`config.mk`:
```
export PLATFORM = sky130hd
export DESIGN_NAME = max_heap_priority_queue_unit
export DESIGN_NICKNAME = d
export VERILOG_FILES = /design/src/hdl/mhpq_pkg.sv /design/src/hdl/max_heap_priority_queue_unit.sv
export SDC_FILE = /design/constraint.sdc
export NUM_CORES = 2
export LEC_CHECK = 0
export BUFFER_PORTS_ARGS = -buffer_cell sky130_fd_sc_hd__buf_2
export CORE_MARGIN = 5
export CORE_UTILIZATION = 57
export DETAILED_ROUTE_END_ITERATION = 7
export HOLD_SLACK_MARGIN = 0.02
export PLACE_DENSITY = 0.8
export RECOVER_POWER = 50
export SYNTH_ARGS = -nofsm -noshare
export SYNTH_HDL_FRONTEND = slang
export SYNTH_SLANG_ARGS = --single-unit
export TNS_END_PERCENT = 50
```
`constraint.sdc`:
```
create_clock -name i_clk -period 10.5 [get_ports i_clk]
set_input_delay 1.05 -clock i_clk [delete_from_list [all_inputs] [get_ports i_clk]]
set_output_delay 1.05 -clock i_clk [all_outputs]
set_load 0.03 [all_outputs]
```
`src/hdl/mhpq_pkg.sv`:
```
// shared types and codes for the max-heap priority queue
`timescale 1ns / 1ps

package mhpq_pkg;

    localparam int VALUE_W  = 32;
    localparam int TOTAL_W  = 7;
    localparam int STATUS_W = 2;
    localparam int IN_DATA_W  = 32;
    localparam int OUT_DATA_W = 40;

    typedef logic signed [VALUE_W-1:0] t_value;
    typedef logic [STATUS_W-1:0]       t_status;

    localparam logic OP_INSERT = 1'b0;
    localparam logic OP_REMOVE = 1'b1;

    localparam t_status STATUS_OK    = 2'd0;
    localparam t_status STATUS_FULL  = 2'd1;
    localparam t_status STATUS_EMPTY = 2'd2;

endpackage

```
`src/hdl/max_heap_priority_queue_unit.sv`:
```
// Binary max-heap priority queue of signed 32-bit values. Each request either inserts
// a value (tuser 0) or removes the maximum (tuser 1) and gives one result: the removed
// value (zero unless a remove succeeds), the entry count afterwards and a status
// (0 ok, 1 insert rejected full, 2 remove rejected empty). The heap sits in one memory
// of CAPACITY words with one write port and two registered read ports; the tree is
// walked one level at a time, with a read state and then a compare state per level.
// An insert sifts the value up until it reaches the root or a compare stops it; a
// remove loads the root and the last entry, then sifts that entry down until it
// reaches a leaf or a compare stops it. Removing the only entry and rejected requests
// skip the walk. A finished request waits in the done state while the output register
// is still full. The input is not ready while a request is being worked on; a finished
// result waits in the output register while the next request is taken.
`timescale 1ns / 1ps

module max_heap_priority_queue_unit
    import mhpq_pkg::*;
#(
    parameter int CAPACITY = 64
) (
    input  logic                  i_clk,
    input  logic                  i_rst_n,
    input  logic                  s_axis_tvalid,
    output logic                  s_axis_tready,
    input  logic [IN_DATA_W-1:0]  s_axis_tdata,   // [31:0] value
    input  logic                  s_axis_tuser,   // [0] operation
    output logic                  m_axis_tvalid,
    input  logic                  m_axis_tready,
    output logic [OUT_DATA_W-1:0] m_axis_tdata,   // [31:0] top_value, [38:32] entry_total
    output logic [STATUS_W-1:0]   m_axis_tuser    // [1:0] status
);

    localparam int CW = $clog2(CAPACITY + 1);
    localparam int AW = $clog2(CAPACITY);
    localparam logic [CW-1:0] CAP_C = CW'(CAPACITY);
    localparam logic [CW-1:0] ONE_C = CW'(1);

    localparam logic [2:0] S_IDLE    = 3'd0;
    localparam logic [2:0] S_UP_RD   = 3'd1;
    localparam logic [2:0] S_UP_CMP  = 3'd2;
    localparam logic [2:0] S_RM_LOAD = 3'd3;
    localparam logic [2:0] S_DN_RD   = 3'd4;
    localparam logic [2:0] S_DN_CMP  = 3'd5;
    localparam logic [2:0] S_DONE    = 3'd6;

    logic [2:0]    r_state, n_state;
    logic [CW-1:0] r_count, n_count;
    logic [CW-1:0] r_pos, n_pos;
    t_value        r_val, n_val;
    t_value        r_top, n_top;
    t_status       r_status, n_status;

    logic          r_out_valid, n_out_valid;
    t_value        r_out_top, n_out_top;
    logic [TOTAL_W-1:0] r_out_total, n_out_total;
    t_status       r_out_status, n_out_status;

    t_value        r_mem [CAPACITY];
    t_value        r_rd0, r_rd1;
    logic [AW-1:0] ra0, ra1, wa;
    t_value        wd;
    logic          we;

    logic          in_acc;
    logic [CW:0]   child;
    logic [CW:0]   child_r;
    logic [CW-1:0] parent;
    logic          right_ok;
    logic          pick_right;
    t_value        big_val;
    logic [CW:0]   big_slot;

    assign in_acc   = s_axis_tvalid && s_axis_tready;
    assign child    = {r_pos, 1'b0};
    assign child_r  = child + (CW+1)'(1);
    assign parent   = r_pos >> 1;
    assign right_ok = child < {1'b0, r_count};
    assign pick_right = right_ok && (r_rd1 > r_rd0);
    assign big_val  = pick_right ? r_rd1 : r_rd0;
    assign big_slot = pick_right ? child_r : child;

    // memory: one write port, two registered read ports
    always_ff @(posedge i_clk) begin
        if (we) begin
            r_mem[wa] <= wd;
        end
        r_rd0 <= r_mem[ra0];
        r_rd1 <= r_mem[ra1];
    end

    // read addresses (slot k lives at address k-1)
    always_comb begin
        ra0 = '0;
        ra1 = AW'(r_count - ONE_C);
        unique case (r_state)
            S_UP_RD: begin
                ra0 = AW'(parent - ONE_C);
            end
            S_DN_RD: begin
                ra0 = AW'(child - (CW+1)'(1));
                ra1 = AW'(child);
            end
            default: begin
                ra0 = '0;
            end
        endcase
    end

    always_comb begin
        n_state      = r_state;
        n_count      = r_count;
        n_pos        = r_pos;
        n_val        = r_val;
        n_top        = r_top;
        n_status     = r_status;
        n_out_valid  = r_out_valid;
        n_out_top    = r_out_top;
        n_out_total  = r_out_total;
        n_out_status = r_out_status;
        we = 1'b0;
        wa = AW'(r_pos - ONE_C);
        wd = r_val;

        if (r_out_valid && m_axis_tready) begin
            n_out_valid = 1'b0;
        end

        unique case (r_state)
            S_IDLE: begin
                if (in_acc) begin
                    n_top    = '0;
                    n_status = STATUS_OK;
                    n_val    = t_value'(s_axis_tdata);
                    if (s_axis_tuser == OP_INSERT) begin
                        if (r_count >= CAP_C) begin
                            n_status = STATUS_FULL;
                            n_state  = S_DONE;
                        end else begin
                            n_count = r_count + ONE_C;
                            n_pos   = r_count + ONE_C;
                            n_state = S_UP_RD;
                        end
                    end else begin
                        if (r_count == '0) begin
                            n_status = STATUS_EMPTY;
                            n_state  = S_DONE;
                        end else begin
                            // root and last entry are being read this cycle
                            n_count = r_count - ONE_C;
                            n_state = S_RM_LOAD;
                        end
                    end
                end
            end
            S_UP_RD: begin
                if (r_pos == ONE_C) begin
                    we      = 1'b1;
                    n_state = S_DONE;
                end else begin
                    n_state = S_UP_CMP;
                end
            end
            S_UP_CMP: begin
                we = 1'b1;
                if (r_rd0 < r_val) begin
                    // parent moves down into the hole
                    wd      = r_rd0;
                    n_pos   = parent;
                    n_state = S_UP_RD;
                end else begin
                    n_state = S_DONE;
                end
            end
            S_RM_LOAD: begin
                n_top = r_rd0;
                n_val = r_rd1;
                n_pos = ONE_C;
                if (r_count == '0) begin
                    n_state = S_DONE;
                end else begin
                    n_state = S_DN_RD;
                end
            end
            S_DN_RD: begin
                if (child > {1'b0, r_count}) begin
                    we      = 1'b1;
                    n_state = S_DONE;
                end else begin
                    n_state = S_DN_CMP;
                end
            end
            S_DN_CMP: begin
                we = 1'b1;
                if (big_val > r_val) begin
                    // larger child moves up into the hole
                    wd      = big_val;
                    n_pos   = CW'(big_slot);
                    n_state = S_DN_RD;
                end else begin
                    n_state = S_DONE;
                end
            end
            S_DONE: begin
                if (!r_out_valid || m_axis_tready) begin
                    n_out_valid  = 1'b1;
                    n_out_top    = r_top;
                    n_out_total  = TOTAL_W'({{TOTAL_W{1'b0}}, r_count});
                    n_out_status = r_status;
                    n_state      = S_IDLE;
                end
            end
            default: begin
                n_state = S_IDLE;
            end
        endcase
    end

    always_ff @(posedge i_clk) begin
        if (!i_rst_n) begin
            r_state     <= S_IDLE;
            r_count     <= '0;
            r_out_valid <= 1'b0;
        end else begin
            r_state     <= n_state;
            r_count     <= n_count;
            r_out_valid <= n_out_valid;
        end
        r_pos        <= n_pos;
        r_val        <= n_val;
        r_top        <= n_top;
        r_status     <= n_status;
        r_out_top    <= n_out_top;
        r_out_total  <= n_out_total;
        r_out_status <= n_out_status;
    end

    assign s_axis_tready = (r_state == S_IDLE);
    assign m_axis_tvalid = r_out_valid;
    assign m_axis_tdata  = {{(OUT_DATA_W-VALUE_W-TOTAL_W){1'b0}}, r_out_total, r_out_top};
    assign m_axis_tuser  = r_out_status;

`ifndef NO_ASSERTIONS
    a_count_bound: assert property (@(posedge i_clk) disable iff (!i_rst_n)
        r_count <= CAP_C)
        else $error("entry count above capacity");

    a_full_reject: assert property (@(posedge i_clk) disable iff (!i_rst_n)
        (r_state == S_DONE && r_status == STATUS_FULL) |-> (r_count == CAP_C))
        else $error("full reject with room left");

    a_empty_reject: assert property (@(posedge i_clk) disable iff (!i_rst_n)
        (r_state == S_DONE && r_status == STATUS_EMPTY) |-> (r_count == '0))
        else $error("empty reject with entries held");

    a_reject_zero: assert property (@(posedge i_clk) disable iff (!i_rst_n)
        (r_out_valid && r_out_status != STATUS_OK) |-> (r_out_top == '0))
        else $error("rejected request carries a value");

    a_busy_after_accept: assert property (@(posedge i_clk) disable iff (!i_rst_n)
        in_acc |=> !s_axis_tready)
        else $error("request taken while busy");
`endif

endmodule

```
After elaboration in Yosys (flattened, before gate mapping):

Memory sizes are Yosys's and may differ from the RTL's. A register that Yosys moved wholly into a read port is not among the register bits.
Cells that the tools add are included.

* $add $sub $neg: 6
* $lt $le $gt $ge: 6
* multiplexer cells: 41
* equality and inequality tests: 15
* reductions and logical operators: 16

Operators with widths (number)
* 32-bit one-hot mux with 2 select lines: 3
* 32-bit two-way mux: 5
* 32-bit > comparator: 2
* 7-bit two-way mux: 8
* 32-bit < comparator: 1
* 7-bit one-hot mux with 4 select lines: 1
* 3-bit two-way mux: 7
* 3-bit one-hot mux with 7 select lines: 1
* 6-bit by 1-bit subtractor with 6-bit output (second input constant): 3
* 7-bit by 1-bit adder with 7-bit output (second input constant): 2
* 2-bit != test (second input constant): 7
* 6-bit one-hot mux with 2 select lines: 1
* 2-bit two-way mux: 5
* 3-bit == test (second input constant): 3
* 8-bit by 7-bit > comparator with 1-bit output: 1
* 8-bit by 7-bit < comparator with 1-bit output: 1
* 1-bit two-way mux: 8
* 2-bit AND reduction: 4
* 7-bit by 1-bit == test with 1-bit output (second input constant): 1
* 7-bit greater-or-equal comparator (second input constant): 1
* 7-bit logical NOT: 1
* 7-bit by 1-bit subtractor with 7-bit output (second input constant): 1
* 3-bit by 2-bit == test with 1-bit output (second input constant): 2
* 6-bit two-way mux: 1
* other kinds (12): 14

* bits of input ports: 37
* output and inout bits: 44
* bits in writable memories: 2048
* flip-flop bits (word level): 125
* word-level logic and storage cells: 95
* memories: 1

Memories
* r_mem: words 64, bits a word 32, read ports 2, clocked after memory_dff 2, wr ports 1, line max_heap_priority_queue_unit.sv:57 `t_value r_mem [CAPACITY];`

Logic depth before layout (Yosys ltp):

* word-level depth: 6
* depth in mapped cells: 25
* depth with buffers taken out: 19

Worst setup path after synthesis:

Ideal clock, no wire load.

* kind: reg-to-reg
* start: reg r_count[5]
* end: mem r_mem[0][0] (netlist bit), data pin
* setup time: 0.366 ns
* clock period less this slack: 5.554 ns
* data required time: 10.134 ns
* slack: 4.946 ns
* cell stages (with the launch flop): 22
* arrival time: 5.188 ns
* path buffers: 3
* cells stage by stage: dfxtp_1 inv_1 ha_1 a21o_1 a211o_1 nor3_1 and2_0 nand2_1 mux2i_1 clkbuf_1 clkbuf_1 o21ai_0 ha_1 nand3_1 or4_1 a21oi_1 a211o_1 a21o_1 nand2_1 o21bai_1 clkbuf_1 a221o_1

* longest elaborated chain between the ends: 6

Ends and longest elaborated chain
* start: declaration: line max_heap_priority_queue_unit.sv:46 `logic [CW-1:0] r_count, n_count;`
* start signal: assignment: line max_heap_priority_queue_unit.sv:224 `r_count <= n_count;`
* 8-bit by 7-bit < comparator with 1-bit output (*): line max_heap_priority_queue_unit.sv:76 `assign right_ok = child < {1'b0, r_count};`
* 1-bit logical AND (*): line max_heap_priority_queue_unit.sv:77 `assign pick_right = right_ok && (r_rd1 > r_rd0);`
* 32-bit two-way mux (*): line max_heap_priority_queue_unit.sv:78 `assign big_val = pick_right ? r_rd1 : r_rd0;`
* 32-bit > comparator: line max_heap_priority_queue_unit.sv:193 `if (big_val > r_val) begin`
* 32-bit two-way mux (*): line max_heap_priority_queue_unit.sv:193
* 32-bit one-hot mux with 2 select lines (*): line max_heap_priority_queue_unit.sv:127 `unique case (r_state)`
* net wd[0]: line max_heap_priority_queue_unit.sv:60 `t_value wd;`
* end: declaration: line max_heap_priority_queue_unit.sv:57

Mark *: on every way through the listed nets, which the timed path passes. The rest lies on a longest branch.

Worst setup path in the final report:

* start: reg r_state[1]
* end: reg r_rd1[1], read port of r_mem

* longest elaborated chain between the ends: 2

Ends and longest elaborated chain
* start: declaration: line max_heap_priority_queue_unit.sv:45 `logic [2:0] r_state, n_state;`
* start signal: assignment: line max_heap_priority_queue_unit.sv:223 `r_state <= n_state;`
* 3-bit == test: line max_heap_priority_queue_unit.sv:94 `unique case (r_state)`
* 6-bit two-way mux: line max_heap_priority_queue_unit.sv:94
* end: declaration: line max_heap_priority_queue_unit.sv:58 `t_value r_rd0, r_rd1;`

No other way between the ends.
A chain may end at the register's enable or synchronous reset.

==> run summary <==
pre-CTS setup slack - 3.31 ns
Static Leak - 44.8 nW
die height - 446 µm
Core Footprint - 190000 µm²
CP endpoint kind - flop
outcome - finished with violations
max-cap check violation count - 104
final setup margin - 1.76 ns
H-Tree Depth - 4
synth unique cells - 68
critical path arrival - 9.38 ns
Reg clk slew, reported paths - 0.06 ns
area of the die - 199000 µm²
Int Pwr - 25.2 mW
Post-synth EDFFs - 2162
final hold slack - 0.419 ns
Flop pwr share - 0.283
Initial Util - 0.572
Max Fclk - 114 MHz
final worst-path cycle share - 0.833
Final Hold Violating Endpoints - 0
Sum Neg Setup Slack - 0 ns
global-route wire length before repair - 460000 µm
antenna-violating nets left - 0
Placed Area - 112000 µm²
Slew HR - -1.96
reg-to-reg slack, setup - 1.76 ns
failing checks - capacitance limit, slew limit
post-synthesis cell count - 6435
fillers - 13187
Pwr Total - 43.7 mW
r2r startpoint - r_state[1]
min-delay src - r_top[21]
Net Switching - 18.5 mW
Sw Ratio - 0.423
final worst path period need - 8.74 ns
layout cell share with drive strength beyond 1 - 0.158
Clock Sinks - 2237
Max IR drop VDD - 0.418 mV
CTS buffer count - 211
Nets - 6563
Critical Path RT - 11.14 ns
Hold Crit Class - flop to flop
vias in the first global route - 64636
die width - 446 µm
drt first pass iters - 8
hpwl dp - 182000 µm
grt ovf - 0
# port buffers - 79
Startpoint Class - flop
mapped cell area - 108000 µm²
critical path type - flop to flop
row cnt - 160
Setup Viol. Count Final - 0
Async S/R FF share, synth - 0
Worst-Margin Slew - 4.44 ns
Clock Latency Late Sink - 0.88 ns
RSZ-0062 raised after global routing - no
CP max FO - 130
largest net degree at the start of global routing - 131
Tot GR Track Use - 0.322
sequential share of the synthesized area - 0.612
Ports - 81
Syn Nets - 6580
Syn Area/Cell - 16.9 µm²
via count - 65814
Hold EP - r_out_top[21]
register bit total from synthesis - 2237
antenna violations before repair - 27
Final Max Tran Viols - 2671
wirelength, routed - 325000 µm
Remaining DRCs - 0
design area - 118000 µm²
combinational power share - 0.542
Cell Pwr Density - 370 nW/µm²
post-route insts no fill - 9127
DR iter-0 viols - 9540
placed cells - 8716
CTS hold repair buffers - 0
Clock power frac - 0.175
post-CTS setup buffer count - 0
routability congestion estimate - 0.933
TritonCTS clock tree - done
ys flop type - edfxtp_1
FF-to-FF End - r_rd1[1]
vias per cell - 7.21
synth warn - 0
root cell of the clock tree - clkbuf_16
CTS resizes - 0
Clock Skew - 0.0406 ns
Finished Core Util - 0.623
CTS Buffer Depth - 3
Hold Path Cell Cnt - 0
P&R area growth vs syn - 8.92%
r2r worst-path depth - 12
DR WL/cell - 35.6 µm
critical path: stages, from the launching register on:
cell and delay (ns):
dfxtp_1 0.31, clkbuf_1 1.04, nor3b_1 0.30, clkbuf_1 0.42
nor2_1 0.34, buf_12 0.54, clkbuf_2 3.20, mux2i_1 0.43
mux2i_1 0.15, mux2i_1 0.18, mux2i_1 0.13, mux2i_1 0.72
mux2i_1 0.36
state kept, by name (all words and copies together) (netlist names):
name	count
m_axis_tvalid	1
r_mem	2048
r_rd0	32
r_out_total	7
r_state	3
m_axis_tuser	2
r_val	32
r_count	7
r_top	32
r_pos	7
r_out_top	32
r_rd1	32
r_status	2
how the worst max path moves through the flow:
stage / start / endpoint / cells after the start
6_report: r_state[1] / r_rd1[1] / 12
5_1_grt: r_state[1] / r_rd1[8] / 12
4_1_cts: r_rd0[31] / r_mem[58][1] / 17
3_5_place_dp: r_rd0[31] / r_mem[54][0] / 17
3_3_place_gp: r_rd0[31] / r_mem[63][0] / 17
2_1_floorplan: r_count[5] / r_mem[0][0] / 21
logic make-up after synthesis:
family | share of synthesized area
and+or+nand+nor | 0.0177
AOI/OAI and AO/OA | 0.0364
buffers and inverters | 0.0227
muxes | 0.296
adders and majority gates | 0.0125
other | 0.0000346
DFF | 0.612
xor gates and xnor gates | 0.00194
metal layers:
layer  share of wire  wire (µm)  track usage
met1            0.36     116000        0.427
met2            0.45     146000        0.485
met3            0.14      45000        0.103
met4           0.055      17900        0.158
met5         0.00046        149      0.00122
placed cells by master, fill, tap and decap left out, types with 16 or more instances in the layout:
cell type     n
a21oi_1      58
a221o_2      32
a221oi_1     68
a22o_1       64
a22oi_1     161
buf_12       17
buf_2        36
buf_4        62
bufinv_16    19
clkbuf_1    154
clkbuf_16   216
clkinv_1     53
clkinv_2     31
dfxtp_1      75
diode_2      16
edfxtp_1   2162
ha_1        108
inv_1        79
mux2_2       33
mux2i_1    2019
mux4_2      512
nand2_1     167
nand3_1      17
nor2_1      101
nor2_4       31
nor3_1       43
o21ai_0      61
o221ai_1     32
xnor2_1      19
final cells by class:
class,instances,area (µm²),area share
Tap cell,2511,3140,0.0266
Inverter,83,312,0.00264
Clock inverter,119,1100,0.00935
Timing Repair Buffer,226,1410,0.0119
Clock buffer,276,5770,0.0488
Sequential cell,2237,66400,0.562
Antenna cell,16,40.0,0.000339
Multi-Input combinational cell,3659,40000,0.338
power by group through the flow:
stage | clock, mW | combinational [mW] | sequential [mW]
2_1_floorplan | 0 | 15.4 | 12.4
3_3_place_gp | 0 | 22.3 | 12.5
3_5_place_dp | 0 | 22.7 | 12.5
4_1_cts | 7.67 | 22.8 | 12.3
5_1_grt | 8.06 | 24.5 | 12.4
6_report | 7.64 | 23.7 | 12.4
synthesized netlist by cell type (all sizes together), types with 5 or more instances:
cell	number	area, µm²
edfxtp	2162	64900
mux2i	2022	20200
mux4	512	11500
buf	328	1670
nand2	170	638
a22oi	161	1210
nor2	132	505
clkbuf	128	480
ha	108	1350
inv	82	308
dfxtp	75	1500
a221oi	68	596
a22o	64	561
o21ai	62	310
a21oi	61	309
nor3	43	220
mux2	34	383
a221o	32	320
o221ai	32	280
xnor2	19	166
nand3	17	85.1
nand4	13	87.6
and2	12	80.1
a21o	9	67.6
nor2b	9	56.3
or3	7	43.8
a211oi	6	45.0
nand2b	5	31.3
nor4	5	43.8
o22ai	5	31.3
or2	5	31.3
xor2	5	43.8
(Power assumes the default switching activity.)
